$ cat src/frdt_pkg.sv
// Shared types, codes and sizes of the flood relay duplicate table.
`default_nettype none
package frdt_pkg;

  // Table size and derived widths
  localparam int TABLE_ENTRIES = 16;
  localparam int IDX_W         = $clog2(TABLE_ENTRIES);
  localparam int CNT_W         = $clog2(TABLE_ENTRIES + 1);

  // Field widths
  localparam int ADDR_W   = 32;
  localparam int TIME_W   = 32;
  localparam int ID_W     = 8;
  localparam int WORD_W   = 32;
  localparam int TYPE_W   = 8;
  localparam int HOP_W    = 8;
  localparam int SLEN_W   = 8;
  localparam int DRAW_W   = 7;
  localparam int KEEP_W   = 16;
  localparam int RLEN_W   = 9;
  localparam int MEMBER_W = 5;
  localparam int CFG_IDX_W  = 2;
  localparam int CFG_DATA_W = 32;

  // Packet type codes
  localparam logic [TYPE_W-1:0] TYPE_HEARTBEAT  = 8'd7;
  localparam logic [TYPE_W-1:0] TYPE_UNI_STRING = 8'd8;
  localparam logic [TYPE_W-1:0] TYPE_UNI_NUMBER = 8'd9;
  localparam logic [TYPE_W-1:0] TYPE_BC_STRING  = 8'd10;
  localparam logic [TYPE_W-1:0] TYPE_BC_NUMBER  = 8'd11;

  // Relay lengths in bytes
  localparam logic [RLEN_W-1:0] HEADER_BYTES = 9'd11;
  localparam logic [RLEN_W-1:0] STRING_EXTRA = 9'd1;
  localparam logic [RLEN_W-1:0] NUMBER_EXTRA = 9'd4;

  // Register reset values
  localparam logic [ADDR_W-1:0] OWN_ADDRESS_RST   = 32'd0;
  localparam logic [KEEP_W-1:0] AGE_LIMIT_RST     = 16'd7000;
  localparam logic [DRAW_W-1:0] RELAY_PERCENT_RST = 7'd90;
  localparam logic [HOP_W-1:0]  MAX_HOPS_RST      = 8'd1;

  // Input action codes
  localparam logic ACTION_PACKET = 1'b0;
  localparam logic ACTION_SWEEP  = 1'b1;

  typedef enum logic [CFG_IDX_W-1:0] {
    REG_OWN_ADDRESS   = 2'd0,
    REG_AGE_LIMIT     = 2'd1,
    REG_RELAY_PERCENT = 2'd2,
    REG_MAX_HOPS      = 2'd3
  } reg_index_e;

  typedef enum logic [1:0] {
    OUTCOME_OWN   = 2'd0,
    OUTCOME_DUP   = 2'd1,
    OUTCOME_NEW   = 2'd2,
    OUTCOME_SWEEP = 2'd3
  } outcome_e;

  typedef enum logic [1:0] {
    DELIVER_NONE   = 2'd0,
    DELIVER_STRING = 2'd1,
    DELIVER_NUMBER = 2'd2
  } deliver_e;

  // One node table entry as held in the table RAM
  typedef struct packed {
    logic [ADDR_W-1:0] address;
    logic [TIME_W-1:0] last_seen;
    logic [ID_W-1:0]   last_id;
    logic [WORD_W-1:0] status;
  } entry_t;

  localparam int ENTRY_W = $bits(entry_t);

endpackage
`default_nettype wire

$ cat src/frdt_ram.sv
// Generic single-port synchronous RAM with registered read.
`default_nettype none
module frdt_ram #(
  parameter int WIDTH = 8,
  parameter int DEPTH = 16
) (
  input  wire logic                     clk_i,
  input  wire logic                     we_i,
  input  wire logic [$clog2(DEPTH)-1:0] addr_i,
  input  wire logic [WIDTH-1:0]         wdata_i,
  output logic      [WIDTH-1:0]         rdata_o
);

  logic [WIDTH-1:0] mem_q [DEPTH];

  always_ff @(posedge clk_i) begin
    if (we_i) begin
      mem_q[addr_i] <= wdata_i;
    end
    rdata_o <= mem_q[addr_i];
  end

endmodule
`default_nettype wire

$ cat src/flood_relay_dedup_table.sv
// Top level of the flood relay duplicate suppression table.
//
// Each input item is either a received packet header or an age sweep of the
// node table, and each gives exactly one result item. The table entries
// (address, last-seen time, last message id, status word) sit in one
// single-port RAM with a registered read; the valid bits and the member
// count are flip-flops and reset clears them at once, so the block takes
// items right after reset. The walk over the RAM visits each entry with an
// address step, then a compare step. A sweep walks the whole table; a packet
// from a known sender stops at its slot, an unknown sender walks the whole
// table and then fills the lowest free slot (no fill when the table is full),
// and a packet from this node's own address skips the walk. One item is
// worked on at a time; the next item can be taken in the cycle after the
// result is loaded, even while that result still waits in the output
// register. Configuration writes are registered and are meant for idle times only.
`default_nettype none
module flood_relay_dedup_table (
  input  wire logic                                clk_i,
  input  wire logic                                rst_ni,
  // configuration write port
  input  wire logic                                cfg_we_i,
  input  wire logic [frdt_pkg::CFG_IDX_W-1:0]      cfg_index_i,
  input  wire logic [frdt_pkg::CFG_DATA_W-1:0]     cfg_data_i,
  // input channel
  input  wire logic                                in_valid_i,
  output logic                                     in_stall_o,
  input  wire logic                                action_i,
  input  wire logic [frdt_pkg::TYPE_W-1:0]         packet_type_i,
  input  wire logic [frdt_pkg::ID_W-1:0]           message_id_i,
  input  wire logic [frdt_pkg::ADDR_W-1:0]         source_address_i,
  input  wire logic [frdt_pkg::ADDR_W-1:0]         dest_address_i,
  input  wire logic [frdt_pkg::HOP_W-1:0]          hop_count_i,
  input  wire logic [frdt_pkg::WORD_W-1:0]         payload_word_i,
  input  wire logic [frdt_pkg::SLEN_W-1:0]         string_length_i,
  input  wire logic [frdt_pkg::TIME_W-1:0]         now_ms_i,
  input  wire logic [frdt_pkg::DRAW_W-1:0]         random_draw_i,
  // output channel
  output logic                                     out_valid_o,
  input  wire logic                                out_stall_i,
  output logic [1:0]                               outcome_o,
  output logic [1:0]                               deliver_kind_o,
  output logic [frdt_pkg::WORD_W-1:0]              deliver_value_o,
  output logic                                     relay_o,
  output logic [frdt_pkg::HOP_W-1:0]               relay_hop_count_o,
  output logic [frdt_pkg::RLEN_W-1:0]              relay_length_o,
  output logic                                     table_full_o,
  output logic [frdt_pkg::MEMBER_W-1:0]            member_total_o
);

  typedef enum logic [2:0] {
    ST_IDLE,
    ST_RD,
    ST_CMP,
    ST_INS,
    ST_SWP_RD,
    ST_SWP_CMP,
    ST_OUT
  } state_e;

  state_e state_q;

  // configuration registers
  logic [frdt_pkg::ADDR_W-1:0] own_addr_q;
  logic [frdt_pkg::KEEP_W-1:0] keep_q;
  logic [frdt_pkg::DRAW_W-1:0] percent_q;
  logic [frdt_pkg::HOP_W-1:0]  max_hops_q;

  // latched input item
  logic                          sweep_q;
  logic [frdt_pkg::TYPE_W-1:0]   ptype_q;
  logic [frdt_pkg::ID_W-1:0]     msg_id_q;
  logic [frdt_pkg::ADDR_W-1:0]   src_q;
  logic [frdt_pkg::ADDR_W-1:0]   dst_q;
  logic [frdt_pkg::HOP_W-1:0]    hops_q;
  logic [frdt_pkg::WORD_W-1:0]   word_q;
  logic [frdt_pkg::SLEN_W-1:0]   slen_q;
  logic [frdt_pkg::TIME_W-1:0]   now_q;
  logic [frdt_pkg::DRAW_W-1:0]   draw_q;

  // walk and verdict state
  logic [frdt_pkg::IDX_W-1:0]         idx_q;
  logic                               free_found_q;
  logic [frdt_pkg::IDX_W-1:0]         free_idx_q;
  logic                               own_q;
  logic                               dup_q;
  logic                               full_q;
  logic [frdt_pkg::TABLE_ENTRIES-1:0] valid_q;
  logic [frdt_pkg::CNT_W-1:0]         total_q;

  // table RAM
  logic                         ram_we;
  logic [frdt_pkg::IDX_W-1:0]   ram_addr;
  frdt_pkg::entry_t             ram_wdata;
  frdt_pkg::entry_t             ram_rdata;

  logic                          last_idx;
  logic                          hit;
  logic                          newer;
  logic                          is_hb;
  logic [frdt_pkg::TIME_W-1:0]   expiry;
  logic                          expired;

  // result fields of the item in hand
  frdt_pkg::outcome_e            res_outcome;
  frdt_pkg::deliver_e            res_kind;
  logic [frdt_pkg::WORD_W-1:0]   res_value;
  logic                          res_relay;
  logic [frdt_pkg::HOP_W-1:0]    res_rhops;
  logic [frdt_pkg::RLEN_W-1:0]   res_rlen;
  logic                          candidate;
  logic [frdt_pkg::RLEN_W-1:0]   type_len;

  frdt_ram #(
    .WIDTH (frdt_pkg::ENTRY_W),
    .DEPTH (frdt_pkg::TABLE_ENTRIES)
  ) u_table (
    .clk_i   (clk_i),
    .we_i    (ram_we),
    .addr_i  (ram_addr),
    .wdata_i (ram_wdata),
    .rdata_o (ram_rdata)
  );

  assign in_stall_o = (state_q != ST_IDLE);

  assign last_idx = (idx_q == frdt_pkg::IDX_W'(frdt_pkg::TABLE_ENTRIES - 1));
  assign hit      = valid_q[idx_q] && (ram_rdata.address == src_q);
  assign newer    = (msg_id_q > ram_rdata.last_id);
  assign is_hb    = (ptype_q == frdt_pkg::TYPE_HEARTBEAT);
  // 32-bit wrap on the expiry time, as the node timer does
  assign expiry   = ram_rdata.last_seen + frdt_pkg::TIME_W'(keep_q);
  assign expired  = valid_q[idx_q] && (expiry < now_q);

  // RAM port: refresh a matched entry in place on a newer id, or fill the free slot
  always_comb begin
    ram_addr  = (state_q == ST_INS) ? free_idx_q : idx_q;
    ram_we    = 1'b0;
    ram_wdata = ram_rdata;
    if (state_q == ST_CMP && hit && newer) begin
      ram_we              = 1'b1;
      ram_wdata.last_id   = msg_id_q;
      ram_wdata.last_seen = now_q;
      if (is_hb) begin
        ram_wdata.status = word_q;
      end
    end else if (state_q == ST_INS) begin
      ram_we              = 1'b1;
      ram_wdata.address   = src_q;
      ram_wdata.last_seen = now_q;
      ram_wdata.last_id   = msg_id_q;
      ram_wdata.status    = is_hb ? word_q : '0;
    end
  end

  // Result of the item in hand: delivery, relay decision and length
  always_comb begin
    candidate = 1'b0;
    res_kind  = frdt_pkg::DELIVER_NONE;
    type_len  = '0;
    case (ptype_q)
      frdt_pkg::TYPE_HEARTBEAT: begin
        candidate = 1'b1;
        type_len  = frdt_pkg::HEADER_BYTES;
      end
      frdt_pkg::TYPE_UNI_STRING, frdt_pkg::TYPE_UNI_NUMBER: begin
        if (dst_q == own_addr_q) begin
          res_kind = (ptype_q == frdt_pkg::TYPE_UNI_STRING) ?
                     frdt_pkg::DELIVER_STRING : frdt_pkg::DELIVER_NUMBER;
        end else begin
          candidate = 1'b1;
        end
      end
      frdt_pkg::TYPE_BC_STRING, frdt_pkg::TYPE_BC_NUMBER: begin
        res_kind  = (ptype_q == frdt_pkg::TYPE_BC_STRING) ?
                    frdt_pkg::DELIVER_STRING : frdt_pkg::DELIVER_NUMBER;
        candidate = 1'b1;
      end
      default: begin
      end
    endcase
    if (ptype_q inside {frdt_pkg::TYPE_UNI_STRING, frdt_pkg::TYPE_BC_STRING}) begin
      type_len = frdt_pkg::HEADER_BYTES + frdt_pkg::STRING_EXTRA +
                 frdt_pkg::RLEN_W'(slen_q);
    end else if (ptype_q inside {frdt_pkg::TYPE_UNI_NUMBER, frdt_pkg::TYPE_BC_NUMBER}) begin
      type_len = frdt_pkg::HEADER_BYTES + frdt_pkg::NUMBER_EXTRA;
    end

    res_relay = candidate && (hops_q < max_hops_q) && (draw_q < percent_q);
    res_value = (res_kind == frdt_pkg::DELIVER_NUMBER) ? word_q : '0;
    res_rhops = res_relay ? hops_q + frdt_pkg::HOP_W'(1) : '0;
    res_rlen  = res_relay ? type_len : '0;

    if (sweep_q) begin
      res_outcome = frdt_pkg::OUTCOME_SWEEP;
    end else if (own_q) begin
      res_outcome = frdt_pkg::OUTCOME_OWN;
    end else if (dup_q) begin
      res_outcome = frdt_pkg::OUTCOME_DUP;
    end else begin
      res_outcome = frdt_pkg::OUTCOME_NEW;
    end
    // only a new packet carries delivery and relay fields
    if (res_outcome != frdt_pkg::OUTCOME_NEW) begin
      res_kind  = frdt_pkg::DELIVER_NONE;
      res_value = '0;
      res_relay = 1'b0;
      res_rhops = '0;
      res_rlen  = '0;
    end
  end

  // Configuration registers
  always_ff @(posedge clk_i or negedge rst_ni) begin
    if (!rst_ni) begin
      own_addr_q <= frdt_pkg::OWN_ADDRESS_RST;
      keep_q     <= frdt_pkg::AGE_LIMIT_RST;
      percent_q  <= frdt_pkg::RELAY_PERCENT_RST;
      max_hops_q <= frdt_pkg::MAX_HOPS_RST;
    end else if (cfg_we_i) begin
      case (cfg_index_i)
        frdt_pkg::REG_OWN_ADDRESS:   own_addr_q <= cfg_data_i[frdt_pkg::ADDR_W-1:0];
        frdt_pkg::REG_AGE_LIMIT:     keep_q     <= cfg_data_i[frdt_pkg::KEEP_W-1:0];
        frdt_pkg::REG_RELAY_PERCENT: percent_q  <= cfg_data_i[frdt_pkg::DRAW_W-1:0];
        frdt_pkg::REG_MAX_HOPS:      max_hops_q <= cfg_data_i[frdt_pkg::HOP_W-1:0];
        default: begin
        end
      endcase
    end
  end

  // Input latch: payload registers, loaded on accept
  always_ff @(posedge clk_i) begin
    if (in_valid_i && !in_stall_o) begin
      sweep_q  <= (action_i == frdt_pkg::ACTION_SWEEP);
      ptype_q  <= packet_type_i;
      msg_id_q <= message_id_i;
      src_q    <= source_address_i;
      dst_q    <= dest_address_i;
      hops_q   <= hop_count_i;
      word_q   <= payload_word_i;
      slen_q   <= string_length_i;
      now_q    <= now_ms_i;
      draw_q   <= random_draw_i;
    end
  end

  // Sequencer: walk the table, update it, and hand the result to the output
  always_ff @(posedge clk_i or negedge rst_ni) begin
    if (!rst_ni) begin
      state_q           <= ST_IDLE;
      idx_q             <= '0;
      free_found_q      <= 1'b0;
      free_idx_q        <= '0;
      own_q             <= 1'b0;
      dup_q             <= 1'b0;
      full_q            <= 1'b0;
      valid_q           <= '0;
      total_q           <= '0;
      out_valid_o       <= 1'b0;
      outcome_o         <= '0;
      deliver_kind_o    <= '0;
      deliver_value_o   <= '0;
      relay_o           <= 1'b0;
      relay_hop_count_o <= '0;
      relay_length_o    <= '0;
      table_full_o      <= 1'b0;
      member_total_o    <= '0;
    end else begin
      // drop the result once taken, unless a new one is loaded in its place
      if (out_valid_o && !out_stall_i && state_q != ST_OUT) begin
        out_valid_o <= 1'b0;
      end

      case (state_q)
        ST_IDLE: begin
          if (in_valid_i) begin
            idx_q        <= '0;
            free_found_q <= 1'b0;
            own_q        <= 1'b0;
            dup_q        <= 1'b0;
            full_q       <= 1'b0;
            if (action_i == frdt_pkg::ACTION_SWEEP) begin
              state_q <= ST_SWP_RD;
            end else if (source_address_i == own_addr_q) begin
              own_q   <= 1'b1;
              state_q <= ST_OUT;
            end else begin
              state_q <= ST_RD;
            end
          end
        end

        ST_RD: begin
          state_q <= ST_CMP;
        end

        ST_CMP: begin
          if (hit) begin
            dup_q   <= !newer;
            state_q <= ST_OUT;
          end else begin
            // remember the lowest free slot on the way
            if (!valid_q[idx_q] && !free_found_q) begin
              free_found_q <= 1'b1;
              free_idx_q   <= idx_q;
            end
            if (last_idx) begin
              if (free_found_q || !valid_q[idx_q]) begin
                state_q <= ST_INS;
              end else begin
                full_q  <= 1'b1;
                state_q <= ST_OUT;
              end
            end else begin
              idx_q   <= idx_q + frdt_pkg::IDX_W'(1);
              state_q <= ST_RD;
            end
          end
        end

        ST_INS: begin
          valid_q[free_idx_q] <= 1'b1;
          total_q             <= total_q + frdt_pkg::CNT_W'(1);
          state_q             <= ST_OUT;
        end

        ST_SWP_RD: begin
          state_q <= ST_SWP_CMP;
        end

        ST_SWP_CMP: begin
          if (expired) begin
            valid_q[idx_q] <= 1'b0;
            total_q        <= total_q - frdt_pkg::CNT_W'(1);
          end
          if (last_idx) begin
            state_q <= ST_OUT;
          end else begin
            idx_q   <= idx_q + frdt_pkg::IDX_W'(1);
            state_q <= ST_SWP_RD;
          end
        end

        ST_OUT: begin
          // hold until the output register is free
          if (!out_valid_o || !out_stall_i) begin
            out_valid_o       <= 1'b1;
            outcome_o         <= res_outcome;
            deliver_kind_o    <= res_kind;
            deliver_value_o   <= res_value;
            relay_o           <= res_relay;
            relay_hop_count_o <= res_rhops;
            relay_length_o    <= res_rlen;
            table_full_o      <= full_q && !sweep_q && !own_q;
            member_total_o    <= frdt_pkg::MEMBER_W'(total_q);
            state_q           <= ST_IDLE;
          end
        end

        default: begin
          state_q <= ST_IDLE;
        end
      endcase
    end
  end

endmodule
`default_nettype wire

$ cat config.mk
export PLATFORM = sky130hd
export DESIGN_NAME = flood_relay_dedup_table
export DESIGN_NICKNAME = d
export VERILOG_FILES = /design/src/frdt_pkg.sv /design/src/frdt_ram.sv /design/src/flood_relay_dedup_table.sv
export SDC_FILE = /design/constraint.sdc
export NUM_CORES = 2
export LEC_CHECK = 0
export BUFFER_PORTS_ARGS = -buffer_cell sky130_fd_sc_hd__buf_4
export CAP_MARGIN = 15
export CORE_MARGIN = 2
export CORE_UTILIZATION = 66
export CTS_CLUSTER_DIAMETER = 40
export CTS_CLUSTER_SIZE = 40
export DETAILED_ROUTE_END_ITERATION = 16
export GPL_TIMING_DRIVEN = 0
export PLACE_DENSITY_LB_ADDON = 0.12
export SYNTH_ARGS = -nofsm -noshare
export SYNTH_HDL_FRONTEND = slang
export SYNTH_SLANG_ARGS = --single-unit
$ cat constraint.sdc
create_clock -name clk_i -period 16.61 [get_ports clk_i]
set_clock_uncertainty 0.15 [all_clocks]
set_input_delay 1.661 -clock clk_i [delete_from_list [all_inputs] [get_ports clk_i]]
set_output_delay 1.661 -clock clk_i [all_outputs]
set_load 0.05 [all_outputs]
Word level (Yosys, flattened, before mapping)
Memories as Yosys holds them, arrays and structs flattened. A register that Yosys moved wholly into a read port is not among the register bits.
Index checks and enable logic that the tools add are counted.
{"block": "totals", "output_inout_bits": 62, "input_bits": 207, "wordCells": 196, "n_memories": 1, "ram_bits": 1664, "reg_bits": 328}
{"memory": "u_table.mem_q", "words": 16, "width": 104, "read_ports": 1, "rd_ports_with_merged_regs": 1, "write_ports": 1, "line_no": "frdt_ram.sv:14", "text": "logic [WIDTH-1:0] mem_q [DEPTH];"}
{"block": "classes", "n_addsub": 6, "muxes": 68, "eq_ne": 29, "n_reduce_logical": 48, "bitwise": 4, "n_lt_le_gt_ge": 8}
{"cell": "$mux 32", "n": 5}
{"cell": "$mux 104", "n": 1}
{"cell": "$eq 32x32->1", "n": 3}
{"cell": "$mux 72", "n": 1}
{"cell": "$mux 9", "n": 4}
{"cell": "$add 32x16->32", "n": 1}
{"cell": "$eq 8x4->1 const B", "n": 4}
{"cell": "$lt 32x32->1", "n": 1}
{"cell": "$pmux 16 s2", "n": 1}
{"cell": "$mux 1", "n": 21}
{"cell": "$mux 3", "n": 7}
{"cell": "$pmux 3 s7", "n": 1}
{"cell": "$mux 4", "n": 5}
{"cell": "$and 16x16->16", "n": 1}
{"cell": "$mux 16", "n": 1}
{"cell": "$mux 2", "n": 8}
{"cell": "$mux 8", "n": 2}
{"cell": "$ne 2x2->1 const B", "n": 8}
{"cell": "$not 16->16", "n": 1}
{"cell": "$or 16x16->16", "n": 1}
{"cell": "$reduce_and 2->1", "n": 8}
{"cell": "$logic_and 1x1->1", "n": 14}
{"cell": "$pmux 4 s3", "n": 1}
{"cell": "$lt 4x5->1 const B", "n": 2}
{"cell": "other kinds (36)", "n": 61}

Depth between registers and ports, before layout
{"block": "logic_depth", "depth_word": 8, "ltp_mapped": 19, "ltp_nobuf": 18}

Hierarchy
Synthesis repeated with hierarchy kept, for this count alone.
{"block": "hier_totals", "hier_cells": 4045, "area_unflattened_um2": 80823.8}
{"module": "frdt_ram", "area_per_inst_um2": 64326.7, "seq_area_each_um2": 52049.9, "cells_per_inst": 2664, "n_inst": 1}
{"module": "flood_relay_dedup_table", "area_per_inst_um2": 16497.1, "seq_area_each_um2": 9063.7, "cells_per_inst": 1381, "n_inst": 1}

Least setup slack after synthesis
Ideal clock, no wire load.
{"block": "synth_timing", "kind": "flip-flop to flip-flop", "start": "register src_q[7] in the netlist's numbering", "end": "memory u_table.mem_q[6][100] in the netlist's numbering, enable pin", "setup_slack_ns": 7.098, "n_path_buf": 1, "path_stages_with_launch": 9, "period_less_slack_ns": 9.512, "arrival_ns": 8.682, "setup_time_ns": 0.680, "t_required_ns": 15.780, "path_cell_list": "edfxtp_1 > xnor2_1 > nand4_1 > nor4_1 > nand3_2 > nor2_2 > a21oi_2 > buf_2 > nor4_1"}
{"block": "synth_via", "elab_chain_len": 7}
{"item": "start, declared", "line_no": "flood_relay_dedup_table.sv:72", "text": "logic [frdt_pkg::ADDR_W-1:0] src_q;"}
{"item": "start signal, assigned", "line_no": "flood_relay_dedup_table.sv:237", "text": "src_q <= source_address_i;"}
{"item": "$eq 32x32->1", "line_no": "flood_relay_dedup_table.sv:127", "text": "assign hit = valid_q[idx_q] && (ram_rdata.address == src_q);"}
{"item": "$logic_and 1x1->1", "line_no": "flood_relay_dedup_table.sv:127"}
{"item": "$logic_and 1x1->1 (2 in a row)", "line_no": "flood_relay_dedup_table.sv:139", "text": "if (state_q == ST_CMP && hit && newer) begin"}
{"item": "$mux 1", "line_no": "flood_relay_dedup_table.sv:139"}
{"item": "$mux 1", "line_no": "frdt_ram.sv:17", "text": "if (we_i) begin"}
{"item": "$mux 1 (not written as such)", "line_no": "frdt_ram.sv:18", "text": "mem_q[addr_i] <= wdata_i;"}
{"item": "end, declared", "line_no": "frdt_ram.sv:14"}
Every way passes these cells.

Worst setup path in the final report
{"block": "layout_timing", "start": "register keep_q[0] in the netlist's numbering", "end": "register valid_q[5] in the netlist's numbering"}
{"block": "layout_via", "elab_chain_len": 5}
{"item": "start, declared", "line_no": "flood_relay_dedup_table.sv:64", "text": "logic [frdt_pkg::KEEP_W-1:0] keep_q;"}
{"item": "start signal, assigned", "line_no": "flood_relay_dedup_table.sv:216", "text": "keep_q <= frdt_pkg::AGE_LIMIT_RST;"}
{"item": "start signal, assigned", "line_no": "flood_relay_dedup_table.sv:222", "text": "frdt_pkg::REG_AGE_LIMIT: keep_q <= cfg_data_i[frdt_pkg::KEEP_W-1:0];"}
{"item": "$add 32x16->32", "line_no": "flood_relay_dedup_table.sv:131", "text": "assign expiry = ram_rdata.last_seen + frdt_pkg::TIME_W'(keep_q);"}
{"item": "$lt 32x32->1", "line_no": "flood_relay_dedup_table.sv:132", "text": "assign expired = valid_q[idx_q] && (expiry < now_q);"}
{"item": "$logic_and 1x1->1", "line_no": "flood_relay_dedup_table.sv:132"}
{"item": "$ne 2x2->1 (no line)"}
{"item": "$reduce_and 2->1 (no line)"}
{"item": "end signal, assigned", "line_no": "flood_relay_dedup_table.sv:257", "text": "valid_q <= '0;"}
{"item": "end signal, assigned by index", "line_no": "flood_relay_dedup_table.sv:322", "text": "valid_q[free_idx_q] <= 1'b1;"}
{"item": "end signal, assigned by index", "line_no": "flood_relay_dedup_table.sv:333", "text": "valid_q[idx_q] <= 1'b0;"}
{"item": "end, declared", "line_no": "flood_relay_dedup_table.sv:87", "text": "logic [frdt_pkg::TABLE_ENTRIES-1:0] valid_q;"}
Every way passes these cells.
A chain may end at the register's enable or synchronous reset.

==> results by group <==
Synth
  – Primary FF master, synth: edfxtp_1
  – Part of the Yosys area used for sequential elements: 0.720
  – Number of synthesized flops with an enable pin: 1320
  – Post-Syn Area per Cell: 12.9 um2
  – FFs w/ async S/R, synth: 0.103
  – Mapped Cells: 4840
  – Mapped cell area: 62700 um2
  – Register bit total from synthesis: 1552
  – Distinct cells, synth: 64
  – Synth warnings: 0
  – Syn nets: 5126

Clocking
  – Post-CTS resize count: 0
  – Clock buffer depth: 3
  – Setup Buffers After CTS: 0
  – CTS tree: built
  – Post-CTS Hold Buffers: 0
  – Root Buffer Master: clkbuf_16
  – CTS buffer count: 160
  – Clock transition at the registers of the reported paths: 70 ps
  – Htree depth: 4
  – Clk_lat worst skew: 780 ps
  – Clk sinks: 1552

Finish
  – Final Non-Filler Cells: 6822
  – Commonest non-fill, non-tap cells in the layout: nand2_1 (1330), edfxtp_1 (1320), nand3_1 (600)
  – Most common cell after layout, fill and taps aside: nand2_1
  – Fraction of layout instances using a drive strength above 1: 0.157
  – FILL cells: 5473
  – P&R area growth vs syn: 17.1%
  – Post-layout nets: 5698
  – Final core occ: 0.776

Timing
  – Min Tclk post-route: 6360 ps
  – Hold Fails Final Rpt: 0
  – Highest Clock Rate: 157 MHz
  – Final Max Slew Viols: 0
  – Worst-margin pin slew: 1310 ps
  – RSZ-0062 raised after global routing: no
  – Period utilisation layout: 0.383
  – Final Setup Violations: 0
  – Worst rel slew slack: 0.128
  – Final WS setup: 10250 ps

Detailed routing
  – Drt first pass iters: 6
  – Initial DRC count: 5990
  – WL final: 175 mm
  – Routed length per instance: 25.7 um
  – Antenna Nets Post-Route: 0
  – Vias per inst: 6.39
  – Vias: 43566
  – Residual DRC count: 0

Worst setup path
  – Flop2flop setup slack: 10250 ps
  – WP data required: 17140 ps
  – Reg2reg start: keep_q[0]
  – Worst EP arrival: 6890 ps
  – Worst-path cell chain: ha_1 > inv_1 > fa_1 > nor2b_1 > o31a_1 > a21oi_1 > o2111ai_1 > nand2_1 > nor3_1 > xor2_1 > ha_1 > nand4_1 > nor4_2 > buf_4 > inv_1 > a31oi_1 > nor2_1 > buf_2 > a31oi_1
  – Max incr delay on CP: 900 ps
  – Crit-path max FO: 10
  – CP Launch Type: register
  – Worst Setup Path Type: reg2reg
  – CP startpoint: keep_q[0]
  – Worst path slowest cell: o2111ai_1
  – Endpoint kind of the worst setup timing path: register

Floorplan
  – Core ar.: 94600 um2
  – Die ar.: 97400 um2
  – # IOs: 269
  – Die width: 312 um
  – Die height: 312 um
  – Cell Rows: 113
  – Starting Density: 0.663

Placement
  – Port-buffer cells: 268
  – Gpl congestion: 0.910
  – Placed insts: 6513
  – Post-place setup slack: 10620 ps
  – Final HPWL DP: 122 mm

Global routing
  – Initial antenna violation count: 10
  – Global-route wire length before repair: 259 mm
  – Pin count of the biggest net entering global routing: 114
  – Total grt overflow: 0
  – GRT Util Overall: 0.360
  – Vias in the first global route: 42057

Worst hold path
  – HP Class: reg2reg
  – Hold Path Origin: word_q[1]

Power
  – PwrDens: 185 nW/um2
  – Final Power: 13600 uW
  – Pleak: 0.0274 uW
  – Max IR drop VDD: 131 uV

Job
  – Max-cap violation count: 0

Outcome
  – Status: complete, no violations
==> critical path, delay by kind of cell, from the launching register on <==
| kind | cells | cell delay [ps] |
|---|---|---|
| flip-flops | 1 | 350 |
| buffers and inverters | 4 | 680 |
| AO/OA/AOI/OAI | 5 | 2200 |
| XOR/XNOR | 1 | 120 |
| AND/OR/NAND/NOR | 6 | 1820 |
| adder cells (fa/ha/maj) | 3 | 930 |
==> Yosys cell counts, types with 5 or more instances <==
master     instances  share of area
a311oi_1         145          0.020
buf_1             30         0.0018
a22o_1            33         0.0046
mux2_1            35         0.0063
nand3_1          600          0.048
and4_1             6        0.00084
a31oi_1           91         0.0091
and3_1            77         0.0077
nand2b_1           7        0.00070
nand4_1           31         0.0031
inv_1             78         0.0047
edfxtp_1        1320           0.63
mux2i_1            7         0.0011
nand2_1         1330          0.080
nor2b_1           13         0.0013
o21a_1             6        0.00072
nor3_1            17         0.0014
o21ai_1           20         0.0016
mux2_2            68          0.012
a21oi_1           54         0.0043
nor2_1            37         0.0022
clkbuf_1         187          0.011
dfrtp_1          148          0.059
nand3b_1           5        0.00060
o21ai_0           19         0.0015
mux2_4             8         0.0019
buf_2             63         0.0050
a21o_1            22         0.0026
dfstp_2           12         0.0050
xnor2_1           95          0.013
xor2_1            43         0.0060
o31ai_1            8        0.00096
ha_1              77          0.015
o2111ai_1          5        0.00070
dfxtp_1           72          0.023
nor4_1            22         0.0022
==> final cells by class <==
class / instances / area [um2] / area share
sequential: 1552 / 45100 / 0.615
multi-input combinational: 2927 / 16200 / 0.221
clock buffer: 184 / 4230 / 0.0576
timing repair buffer: 410 / 3390 / 0.0461
tap: 1265 / 1580 / 0.0216
clock inverter: 116 / 1390 / 0.0189
buffer: 283 / 1160 / 0.0158
inverter: 78 / 300 / 0.00409
antenna: 7 / 17.5 / 0.000239
==> layer usage <==
metal	part of all wire	routed length, um	up-vias	global-route usage
li1	-	-	18852	-
met1	0.36	63900	21376	0.475
met2	0.48	83800	2799	0.574
met3	0.095	16700	537	0.0636
met4	0.061	10700	2	0.202
met5	0.000086	15	-	0
==> where the power goes <==
group,switching (uW),internal (uW),leakage (uW),total [uW]
clock network,1610,2170,0.00273,3770
logic,3260,1230,0.0101,4490
registers,203,5090,0.0145,5290
total,5070,8490,0.0274,13600
==> flip-flops by register name, indices dropped and copies added (netlist names), 8 cells and up <==
signal             cells
ptype_q                8
dst_q                 32
keep_q                16
valid_q               16
u_table.mem_q       1152
relay_hop_count_o      8
deliver_value_o       32
hops_q                 8
slen_q                 8
msg_id_q               8
now_q                 32
max_hops_q             8
relay_length_o         9
word_q                32
src_q                 32
own_addr_q            32
u_table.rdata_o       72
==> logic make-up after synthesis <==
kind of cell,share of synthesized area
flip-flops,0.720
AND/OR/NAND/NOR,0.149
XOR/XNOR,0.0193
adder cells (fa/ha/maj),0.0160
multiplexers,0.0230
buffers and inverters,0.0232
AO/OA/AOI/OAI,0.0495
==> final timing paths <==
| kind | end | depth (start not counted) |
|---|---|---|
| max reg2reg | valid_q[5] | 19 |
| min reg2reg | deliver_value_o[1] | 1 |
| min in group asynchronous | deliver_value_o[19] | 1 |
| min | deliver_value_o[1] | 1 |
| max | valid_q[5] | 19 |
| max in group asynchronous | keep_q[12] | 2 |
==> metrics by stage <==
| step | TNS (ps) | hold WS [ps] | cell area, um2 |
|---|---|---|---|
| final | 0 | 312 | 73400 |
| after global placement | -137530 | 295 | 66300 |
| after floorplan | 0 | 293 | 62700 |
| after detailed placement | 0 | 299 | 67700 |
| after CTS | 0 | 316 | 73300 |
| after global routing | 0 | 319 | 73400 |
Power figures use the tool's default switching activity.
